==> config.mk <==
export PLATFORM = sky130hd
export DESIGN_NAME = nearest_neighbour_tour
export DESIGN_NICKNAME = d
export VERILOG_FILES = /design/src/rtl/nnt_pkg.sv /design/src/rtl/nnt_city_store.sv /design/src/rtl/nnt_dist_unit.sv /design/src/rtl/nearest_neighbour_tour.sv
export SDC_FILE = /design/constraint.sdc
export NUM_CORES = 2
export LEC_CHECK = 0
export BUFFER_PORTS_ARGS = -buffer_cell sky130_fd_sc_hd__clkbuf_2
export CAP_MARGIN = 20
export CELL_PAD_IN_SITES_DETAIL_PLACEMENT = 0
export CELL_PAD_IN_SITES_GLOBAL_PLACEMENT = 1
export CORE_ASPECT_RATIO = 0.8
export CORE_MARGIN = 2
export CORE_UTILIZATION = 49
export CTS_CLUSTER_DIAMETER = 100
export DETAILED_ROUTE_END_ITERATION = 10
export PLACE_DENSITY = 0.81
export REMOVE_ABC_BUFFERS = 1
export SLEW_MARGIN = 10
export SYNTH_ARGS = -nofsm -noshare
export SYNTH_HDL_FRONTEND = slang
export SYNTH_SLANG_ARGS = --single-unit
==> constraint.sdc <==
create_clock -name clk -period 7.62 [get_ports clk]
set_input_delay 1.143 -clock clk [delete_from_list [all_inputs] [get_ports clk]]
set_output_delay 1.143 -clock clk [all_outputs]
set_load 0.01 [all_outputs]
==> src/rtl/nnt_pkg.sv <==
// ----------------------------------------------------------------------------
// nnt_pkg - shared definitions for the nearest-neighbor tour block
// Field widths, parameter defaults and the control word of the distance unit.
// ----------------------------------------------------------------------------
`default_nettype none

package nnt_pkg;

  // Fixed field widths of the ports
  localparam int ID_W    = 16;
  localparam int COORD_W = 16;
  localparam int POS_W   = 6;

  // Defaults for the top level parameters
  localparam int MAX_CITIES_DEF = 32;
  localparam int COORD_BITS_DEF = 16;

  // Control word from the sequencer to the distance unit
  typedef struct packed {
    logic load_diff;  // capture |dx| and |dy| from the store read data
    logic mul_x;      // square dx into the x partial
    logic mul_y;      // square dy into the y partial
  } dist_ctrl_t;

endpackage

`default_nettype wire

==> src/rtl/nnt_city_store.sv <==
// ----------------------------------------------------------------------------
// nnt_city_store - city coordinate and id memory
// One write port for loading, one registered read port for the tour engine.
// ----------------------------------------------------------------------------
`default_nettype none

module nnt_city_store #(
  parameter int MAX_CITIES = nnt_pkg::MAX_CITIES_DEF,
  parameter int COORD_W    = nnt_pkg::COORD_W,
  parameter int IW         = $clog2(MAX_CITIES)
) (
  input  wire logic                    clk,
  input  wire logic                    wr_en,
  input  wire logic [IW-1:0]           wr_addr,
  input  wire logic [nnt_pkg::ID_W-1:0] wr_id,
  input  wire logic [COORD_W-1:0]      wr_x,
  input  wire logic [COORD_W-1:0]      wr_y,
  input  wire logic [IW-1:0]           rd_addr,
  output logic      [nnt_pkg::ID_W-1:0] rd_id,
  output logic      [COORD_W-1:0]      rd_x,
  output logic      [COORD_W-1:0]      rd_y
);

  logic [nnt_pkg::ID_W-1:0] id_mem [MAX_CITIES];
  logic [COORD_W-1:0]       x_mem  [MAX_CITIES];
  logic [COORD_W-1:0]       y_mem  [MAX_CITIES];

  // Write on load, registered read every cycle
  always_ff @(posedge clk) begin
    if (wr_en) begin
      id_mem[wr_addr] <= wr_id;
      x_mem[wr_addr]  <= wr_x;
      y_mem[wr_addr]  <= wr_y;
    end
    rd_id <= id_mem[rd_addr];
    rd_x  <= x_mem[rd_addr];
    rd_y  <= y_mem[rd_addr];
  end

endmodule

`default_nettype wire

==> src/rtl/nnt_dist_unit.sv <==
// ----------------------------------------------------------------------------
// nnt_dist_unit - squared distance unit
// Takes absolute differences, then squares dx and dy in turn on one shared
// multiplier. The sum of the two partials is the squared distance.
// ----------------------------------------------------------------------------
`default_nettype none

module nnt_dist_unit #(
  parameter int COORD_W = nnt_pkg::COORD_W,
  parameter int DW      = 2 * COORD_W + 1
) (
  input  wire logic                clk,
  input  wire nnt_pkg::dist_ctrl_t ctrl,
  input  wire logic [COORD_W-1:0]  rd_x,
  input  wire logic [COORD_W-1:0]  rd_y,
  input  wire logic [COORD_W-1:0]  cur_x,
  input  wire logic [COORD_W-1:0]  cur_y,
  output logic      [DW-1:0]       sq_dist
);

  logic [COORD_W-1:0]   dx;
  logic [COORD_W-1:0]   dy;
  logic [COORD_W-1:0]   mul_op;
  logic [2*COORD_W-1:0] prod;
  logic [2*COORD_W-1:0] sq_x;
  logic [2*COORD_W-1:0] sq_y;

  // Shared squarer: dx in the mul_x step, dy in the mul_y step
  assign mul_op = ctrl.mul_x ? dx : dy;
  assign prod   = mul_op * mul_op;

  always_ff @(posedge clk) begin
    if (ctrl.load_diff) begin
      dx <= (rd_x > cur_x) ? rd_x - cur_x : cur_x - rd_x;
      dy <= (rd_y > cur_y) ? rd_y - cur_y : cur_y - rd_y;
    end
    if (ctrl.mul_x) begin
      sq_x <= prod;
    end
    if (ctrl.mul_y) begin
      sq_y <= prod;
    end
  end

  assign sq_dist = DW'(sq_x) + DW'(sq_y);

endmodule

`default_nettype wire

==> src/rtl/nearest_neighbour_tour.sv <==
// ----------------------------------------------------------------------------
// nearest_neighbour_tour - greedy nearest-neighbor tour engine
// Loads a city set, then emits the cities in nearest-neighbor tour order.
// ----------------------------------------------------------------------------
// Input channel (in_valid/in_ready): one word per city (id, x, y, last_city).
// Words without last_city are stored without holding off the next word. A word with
// last_city closes the set and starts the tour; in_ready stays low until the
// final tour word has been placed in the output register. Cities beyond
// MAX_CITIES are dropped, though their last_city flag still starts the tour.
// Output channel (out_valid/out_ready): one word per tour city, position 0
// being the first city loaded, tour_end on the last one.
// Each emitted word takes an id and coordinate fetch (S_ID_RD, S_ID_WAIT)
// and an output load (S_EMIT). Every step after the first adds a scan of
// all n entries, in which each unvisited candidate is read, its differences
// taken, dx and dy squared in turn on the single shared multiplier, and the
// sum compared; visited ones are skipped. A stalled receiver holds the
// engine at its next output load; the output register lets the last word
// wait while a new set is being loaded. Synchronous reset empties the set
// and the output register; the city memory is not cleared.
// ----------------------------------------------------------------------------
`default_nettype none

module nearest_neighbour_tour #(
  parameter int MAX_CITIES = nnt_pkg::MAX_CITIES_DEF,
  parameter int COORD_BITS = nnt_pkg::COORD_BITS_DEF
) (
  input  wire logic                       clk,
  input  wire logic                       rst,
  input  wire logic                       in_valid,
  output logic                            in_ready,
  input  wire logic [nnt_pkg::ID_W-1:0]    city_id,
  input  wire logic [nnt_pkg::COORD_W-1:0] coord_x,
  input  wire logic [nnt_pkg::COORD_W-1:0] coord_y,
  input  wire logic                       last_city,
  output logic                            out_valid,
  input  wire logic                       out_ready,
  output logic      [nnt_pkg::ID_W-1:0]    tour_city_id,
  output logic      [nnt_pkg::POS_W-1:0]   tour_position,
  output logic                            tour_end
);

  localparam int CW   = (COORD_BITS < nnt_pkg::COORD_W) ? COORD_BITS : nnt_pkg::COORD_W;
  localparam int DW   = 2 * CW + 1;
  localparam int IW   = $clog2(MAX_CITIES);
  localparam int CNTW = $clog2(MAX_CITIES + 1);

  // Sequencer states
  localparam logic [3:0] S_IDLE    = 4'd0;
  localparam logic [3:0] S_ID_RD   = 4'd1;
  localparam logic [3:0] S_ID_WAIT = 4'd2;
  localparam logic [3:0] S_EMIT    = 4'd3;
  localparam logic [3:0] S_SCAN    = 4'd4;
  localparam logic [3:0] S_DIFF    = 4'd5;
  localparam logic [3:0] S_MUL_X   = 4'd6;
  localparam logic [3:0] S_MUL_Y   = 4'd7;
  localparam logic [3:0] S_CMP     = 4'd8;

  logic [3:0]               state;
  logic [CNTW-1:0]          loaded_count;
  logic [CNTW-1:0]          n_cities;
  logic [CNTW-1:0]          tour_pos;
  logic [CNTW-1:0]          scan_idx;
  logic [IW-1:0]            emit_idx;
  logic [MAX_CITIES-1:0]    visited_mask;
  logic [IW-1:0]            best_index;
  logic [DW-1:0]            best_squared_distance;
  logic                     best_valid;
  logic [CW-1:0]            cur_x;
  logic [CW-1:0]            cur_y;
  logic [nnt_pkg::ID_W-1:0] id_hold;

  logic                     in_accept;
  logic                     wr_en;
  logic [IW-1:0]            rd_addr;
  logic [nnt_pkg::ID_W-1:0] rd_id;
  logic [CW-1:0]            rd_x;
  logic [CW-1:0]            rd_y;
  logic [DW-1:0]            sq_dist;
  logic                     out_free;
  logic                     out_load;
  logic                     pos_is_last;
  nnt_pkg::dist_ctrl_t      dctrl;

  // Handshake and memory port control
  assign in_ready    = (state == S_IDLE);
  assign in_accept   = in_valid && in_ready;
  assign wr_en       = in_accept && (loaded_count < CNTW'(MAX_CITIES));
  assign rd_addr     = (state == S_SCAN) ? scan_idx[IW-1:0] : emit_idx;
  assign out_free    = !out_valid || out_ready;
  assign out_load    = (state == S_EMIT) && out_free;
  assign pos_is_last = (CNTW'(tour_pos + 1'b1) == n_cities);

  always_comb begin
    dctrl.load_diff = (state == S_DIFF);
    dctrl.mul_x     = (state == S_MUL_X);
    dctrl.mul_y     = (state == S_MUL_Y);
  end

  nnt_city_store #(
    .MAX_CITIES (MAX_CITIES),
    .COORD_W    (CW),
    .IW         (IW)
  ) u_store (
    .clk     (clk),
    .wr_en   (wr_en),
    .wr_addr (loaded_count[IW-1:0]),
    .wr_id   (city_id),
    .wr_x    (coord_x[CW-1:0]),
    .wr_y    (coord_y[CW-1:0]),
    .rd_addr (rd_addr),
    .rd_id   (rd_id),
    .rd_x    (rd_x),
    .rd_y    (rd_y)
  );

  nnt_dist_unit #(
    .COORD_W (CW),
    .DW      (DW)
  ) u_dist (
    .clk     (clk),
    .ctrl    (dctrl),
    .rd_x    (rd_x),
    .rd_y    (rd_y),
    .cur_x   (cur_x),
    .cur_y   (cur_y),
    .sq_dist (sq_dist)
  );

  // Output word valid flag
  always_ff @(posedge clk) begin
    if (rst) begin
      out_valid <= 1'b0;
    end else if (out_load) begin
      out_valid <= 1'b1;
    end else if (out_ready) begin
      out_valid <= 1'b0;
    end
  end

  // Sequencer
  always_ff @(posedge clk) begin
    if (rst) begin
      state                 <= S_IDLE;
      loaded_count          <= '0;
      visited_mask          <= '0;
      best_index            <= '0;
      best_squared_distance <= '0;
      best_valid            <= 1'b0;
    end else begin
      case (state)
        S_IDLE: begin
          if (in_accept) begin
            if (wr_en) begin
              loaded_count <= CNTW'(loaded_count + 1'b1);
            end
            if (last_city) begin
              n_cities     <= wr_en ? CNTW'(loaded_count + 1'b1) : loaded_count;
              visited_mask <= {{(MAX_CITIES-1){1'b0}}, 1'b1};
              tour_pos     <= '0;
              emit_idx     <= '0;
              state        <= S_ID_RD;
            end
          end
        end
        // Fetch id and coordinates of the chosen city
        S_ID_RD: begin
          state <= S_ID_WAIT;
        end
        S_ID_WAIT: begin
          cur_x   <= rd_x;
          cur_y   <= rd_y;
          id_hold <= rd_id;
          state   <= S_EMIT;
        end
        // Load the output register once it is free
        S_EMIT: begin
          if (out_free) begin
            tour_city_id  <= id_hold;
            tour_position <= nnt_pkg::POS_W'(tour_pos);
            tour_end      <= pos_is_last;
            if (pos_is_last) begin
              loaded_count <= '0;
              visited_mask <= '0;
              state        <= S_IDLE;
            end else begin
              tour_pos   <= CNTW'(tour_pos + 1'b1);
              scan_idx   <= '0;
              best_valid <= 1'b0;
              state      <= S_SCAN;
            end
          end
        end
        // Walk the candidates; visited ones are skipped to the next index
        S_SCAN: begin
          if (scan_idx == n_cities) begin
            visited_mask[best_index] <= 1'b1;
            emit_idx <= best_index;
            state    <= S_ID_RD;
          end else if (visited_mask[scan_idx[IW-1:0]]) begin
            scan_idx <= CNTW'(scan_idx + 1'b1);
          end else begin
            state <= S_DIFF;
          end
        end
        S_DIFF: begin
          state <= S_MUL_X;
        end
        S_MUL_X: begin
          state <= S_MUL_Y;
        end
        S_MUL_Y: begin
          state <= S_CMP;
        end
        // Strictly smaller wins, so ties keep the lower index
        S_CMP: begin
          if (!best_valid || sq_dist < best_squared_distance) begin
            best_valid            <= 1'b1;
            best_squared_distance <= sq_dist;
            best_index            <= scan_idx[IW-1:0];
          end
          scan_idx <= CNTW'(scan_idx + 1'b1);
          state    <= S_SCAN;
        end
        default: begin
          state <= S_IDLE;
        end
      endcase
    end
  end

endmodule

`default_nettype wire

==> results_dict.tcl <==
set metrics [dict create \
    status "finished clean" \
    grt_pass1_vias 44000 \
    start_util_pct 49.5 \
    final_util_pct 55.3 \
    worst_slew_pin_slew_ps 1160 \
    cts_tree "built" \
    hp-class "reg -> reg" \
    area_growth_pct 11.6 \
    dr.pass1.iters 5 \
    synth_area_leaders "edfxtp_1 (63%), mux4_2 (11%), fa_1 (4.1%)" \
    clock_path_buffers 3 \
    arrival_ps 7770 \
    drcViolationCount 0 \
    wl_met2_um 93400 \
    syn_area_um2 81500 \
    via_count 45100 \
    synthMuxAreaShare_pct 11.7 \
    gr-usage-all-layers_pct 23.1 \
    synth_cell_types 75 \
    min_path_cells 0 \
    leakage_uw 0.0323 \
    fin_area_um2 91000 \
    async_reset_ff_share_pct 0 \
    synth-simple-area-share_pct 6.73 \
    synth.avg_cell_area_um2 16.0 \
    io_buffers 77 \
    synth_xor_area_share_pct 1.14 \
    synthAdderAreaFrac_pct 7.57 \
    reg2reg_depth 27 \
    drt-met1-wl_um 80700 \
    max_cap_violations 0 \
    postCtsHoldBufs 0 \
    synth_top_cell_by_area "edfxtp_1" \
    skew_ps 88.0 \
    ios 78 \
    worstHoldEndpoint "tour_city_id[1]$_DFFE_PP_" \
    fp.coreArea_um2 165000 \
    insertion_delay_ps 840 \
    setup_viol 0 \
    crit_required_ps 8170 \
    avgRoutedWirePerCell_um 26.0 \
    place_area_um2 85100 \
    n_fill_cell 12700 \
    timing.rr.start "state[0]$_SDFFE_PP0P_" \
    regToRegEndpoint "u_dist.sq_y[28]$_DFFE_PP_" \
    worstPathMaxFanout 11 \
    dp_cells 7230 \
    fin_crit_ps 7210 \
    nets 5696 \
    cts.sinks 1854 \
    wl_met3_um 17700 \
    synth_top_family_by_area "multiplexers" \
    dieArea_um2 170000 \
    syn-instance-count 5096 \
    relSlewSlack_pct 22.9 \
    grt_overflow 0 \
    drt_iter0_markers 5134 \
    max_freq_mhz 139 \
    slew_viol_final 0 \
    final_cells 7559 \
    startpoint_type "register" \
    setup_tns_ps 0 \
    layout-drive-gt1-share_pct 17.1 \
    hold_start "id_hold[1]$_DFFE_PP_" \
    critical_path.endpoint_type "register" \
    cts_buffers 174 \
    ir_worst_vdd_mv 1.25 \
    synth_edf_count 1724 \
    hold_viol 0 \
    synth_compound_area_share_pct 3.33 \
    ys_seq_area_share_pct 66.7 \
    finalCritPeriodShare_pct 94.7 \
    synth-main-ff-cell "edfxtp_1" \
    wl_um 196000 \
    synth_top_area_share_pct 63.5 \
    grt_pass1_wl_um 288000 \
    die_y_um 369 \
    fp.dieW_um 460 \
    reg2reg_setup_slack_ps 410 \
    path_class "reg -> reg" \
    max_stage_delay_ps 550 \
    grt_max_degree 110 \
    rows 133 \
    synth_warnings 0 \
    topRoutingLayerUsed "met5" \
    gp_congestion 0.862 \
    dp_hpwl_um 107000 \
    p_per_area_nw_per_um2 418 \
    rsz0062_at_grt "no" \
    htree_levels 4 \
    path_clk_slew_ps 60 \
    crit_top_cell "fa_1" \
    vias_per_cell 5.96 \
    ys_ff_latch 1854 \
    ant_nets 0 \
    root_buffer "clkbuf_16" \
    cp_slowest_cell "fa_1" \
    antenna_found_initial 13 \
]
-- worst max-delay path, delay by kind of cell, from the launching register on --
family	cells	cell delay, ps
buf+inv	8	1050
mux	1	330
compound gates	4	830
fa+ha+maj	7	3250
flops	1	300
xor+xnor	1	110
simple gates	6	1110
-- Yosys cell counts (all sizes together), types with 8 or more instances --
cell	count
xor2	45
nor4	8
edfxtp	1724
nor2	237
nand3	276
nor3b	8
clkbuf	118
o21a	15
a211oi	15
mux4	394
nor2b	19
xnor2	59
o21bai	13
ha	228
a31oi	12
and2	8
mux2i	52
buf	100
nand2b	10
o21ai	118
nand4	21
o31ai	13
fa	166
or2	11
dfxtp	130
a21o	60
inv	371
nand2	584
mux2	12
nor3	29
and3	18
a21oi	130
-- cells in the final DEF, fill, tap and decap left out, types with 17 or more instances in the layout --
cell and n:
nand3_1 276, xnor2_1 59, clkbuf_2 77, mux4_2 394, o21ai_1 51, nor2b_1 19
edfxtp_1 1724, clkinv_1 37, and3_1 18, clkbuf_16 174, dfxtp_1 130, a21o_1 60
fa_1 166, bufinv_16 17, inv_1 371, mux2i_1 47, clkbuf_1 39, xor2_1 45
nor2_1 205, ha_1 228, a21oi_1 130, nor3_1 27, nand4_1 21, clkinv_2 32
o21ai_0 65, nor2_4 30, buf_4 100, nand2_1 583
-- logic make-up (layout without fill, tap and decap cells) --
| group | count (synthesis) | count (layout) |
|---|---|---|
| compound gates | 434 | 434 |
| fa+ha+maj | 394 | 394 |
| buf+inv | 595 | 897 |
| flops | 1854 | 1854 |
| simple gates | 1256 | 1256 |
| xor+xnor | 105 | 105 |
| other cells | 0 | 1 |
| mux | 458 | 458 |
-- per-layer routing --
metal,up-vias,global-route usage (%)
met5,-,0
met4,14,5.82
met3,299,5.00
met2,2076,36.4
met1,23200,33.0
li1,19400,-
-- power by group --
| part | switching, uW | internal [uW] | leakage [uW] | total [uW] |
|---|---|---|---|---|
| registers | 224 | 12900 | 0.0166 | 13100 |
| logic | 9400 | 6710 | 0.0128 | 16100 |
| clock network | 3890 | 4930 | 0.00284 | 8830 |
-- sequential cells by signal (all words and copies together) (netlist names), 6 cells and up --
name / count
u_store.id_mem: 512
u_store.x_mem: 512
u_store.y_mem: 512
best_squared_distance: 33
visited_mask: 32
u_dist.sq_x: 31
u_dist.sq_y: 31
cur_x: 16
cur_y: 16
id_hold: 16
tour_city_id: 16
u_dist.dx: 16
u_dist.dy: 16
u_store.rd_id: 16
u_store.rd_x: 16
u_store.rd_y: 16
loaded_count: 6
n_cities: 6
scan_idx: 6
tour_pos: 6
tour_position: 6
-- through the flow --
stage          total power (uW)  worst slack [ps]  hold WS (ps)
2_1_floorplan             26700            -31130           386
3_3_place_gp              29200               211           386
3_5_place_dp              29300               127           390
4_1_cts                   38200              82.3           391
5_1_grt                   40600              51.0           390
6_report                  38000               406           388
-- timing repair --
| item | 4_1_cts | 5_1_grt |
|---|---|---|
| setup buffers | 0 | 2 |
| gates resized for setup | 0 | 3 |
| endpoints found under the setup margin | 0 | 14 |
-- area by class of cell --
type	instances	area (um2)	area share, %
antenna	1	2.50	0.00275
clock buffer	221	4610	5.07
clock inverter	104	1270	1.39
inverter	377	1420	1.55
multi-input combinational	2647	25200	27.7
sequential	1854	54400	59.7
tap	2160	2700	2.97
timing repair buffer	195	1460	1.61
-- worst max path at each step --
stage / cells after the start / endpoint / slack (ps) / startpoint
2_1_floorplan: 8 / u_store.rd_id[0]$_DFF_P_ / -31130 / state[2]$_SDFFE_PP0P_
3_3_place_gp: 27 / u_dist.sq_x[31]$_DFFE_PP_ / 210 / state[3]$_SDFFE_PP0P_
3_5_place_dp: 27 / u_dist.sq_x[31]$_DFFE_PP_ / 130 / state[3]$_SDFFE_PP0P_
4_1_cts: 27 / u_dist.sq_x[31]$_DFFE_PP_ / 80 / state[3]$_SDFFE_PP0P_
5_1_grt: 27 / u_dist.sq_y[28]$_DFFE_PP_ / 50 / state[0]$_SDFFE_PP0P_
6_report: 27 / u_dist.sq_y[28]$_DFFE_PP_ / 410 / state[0]$_SDFFE_PP0P_
Power figures use the tool's default switching activity.
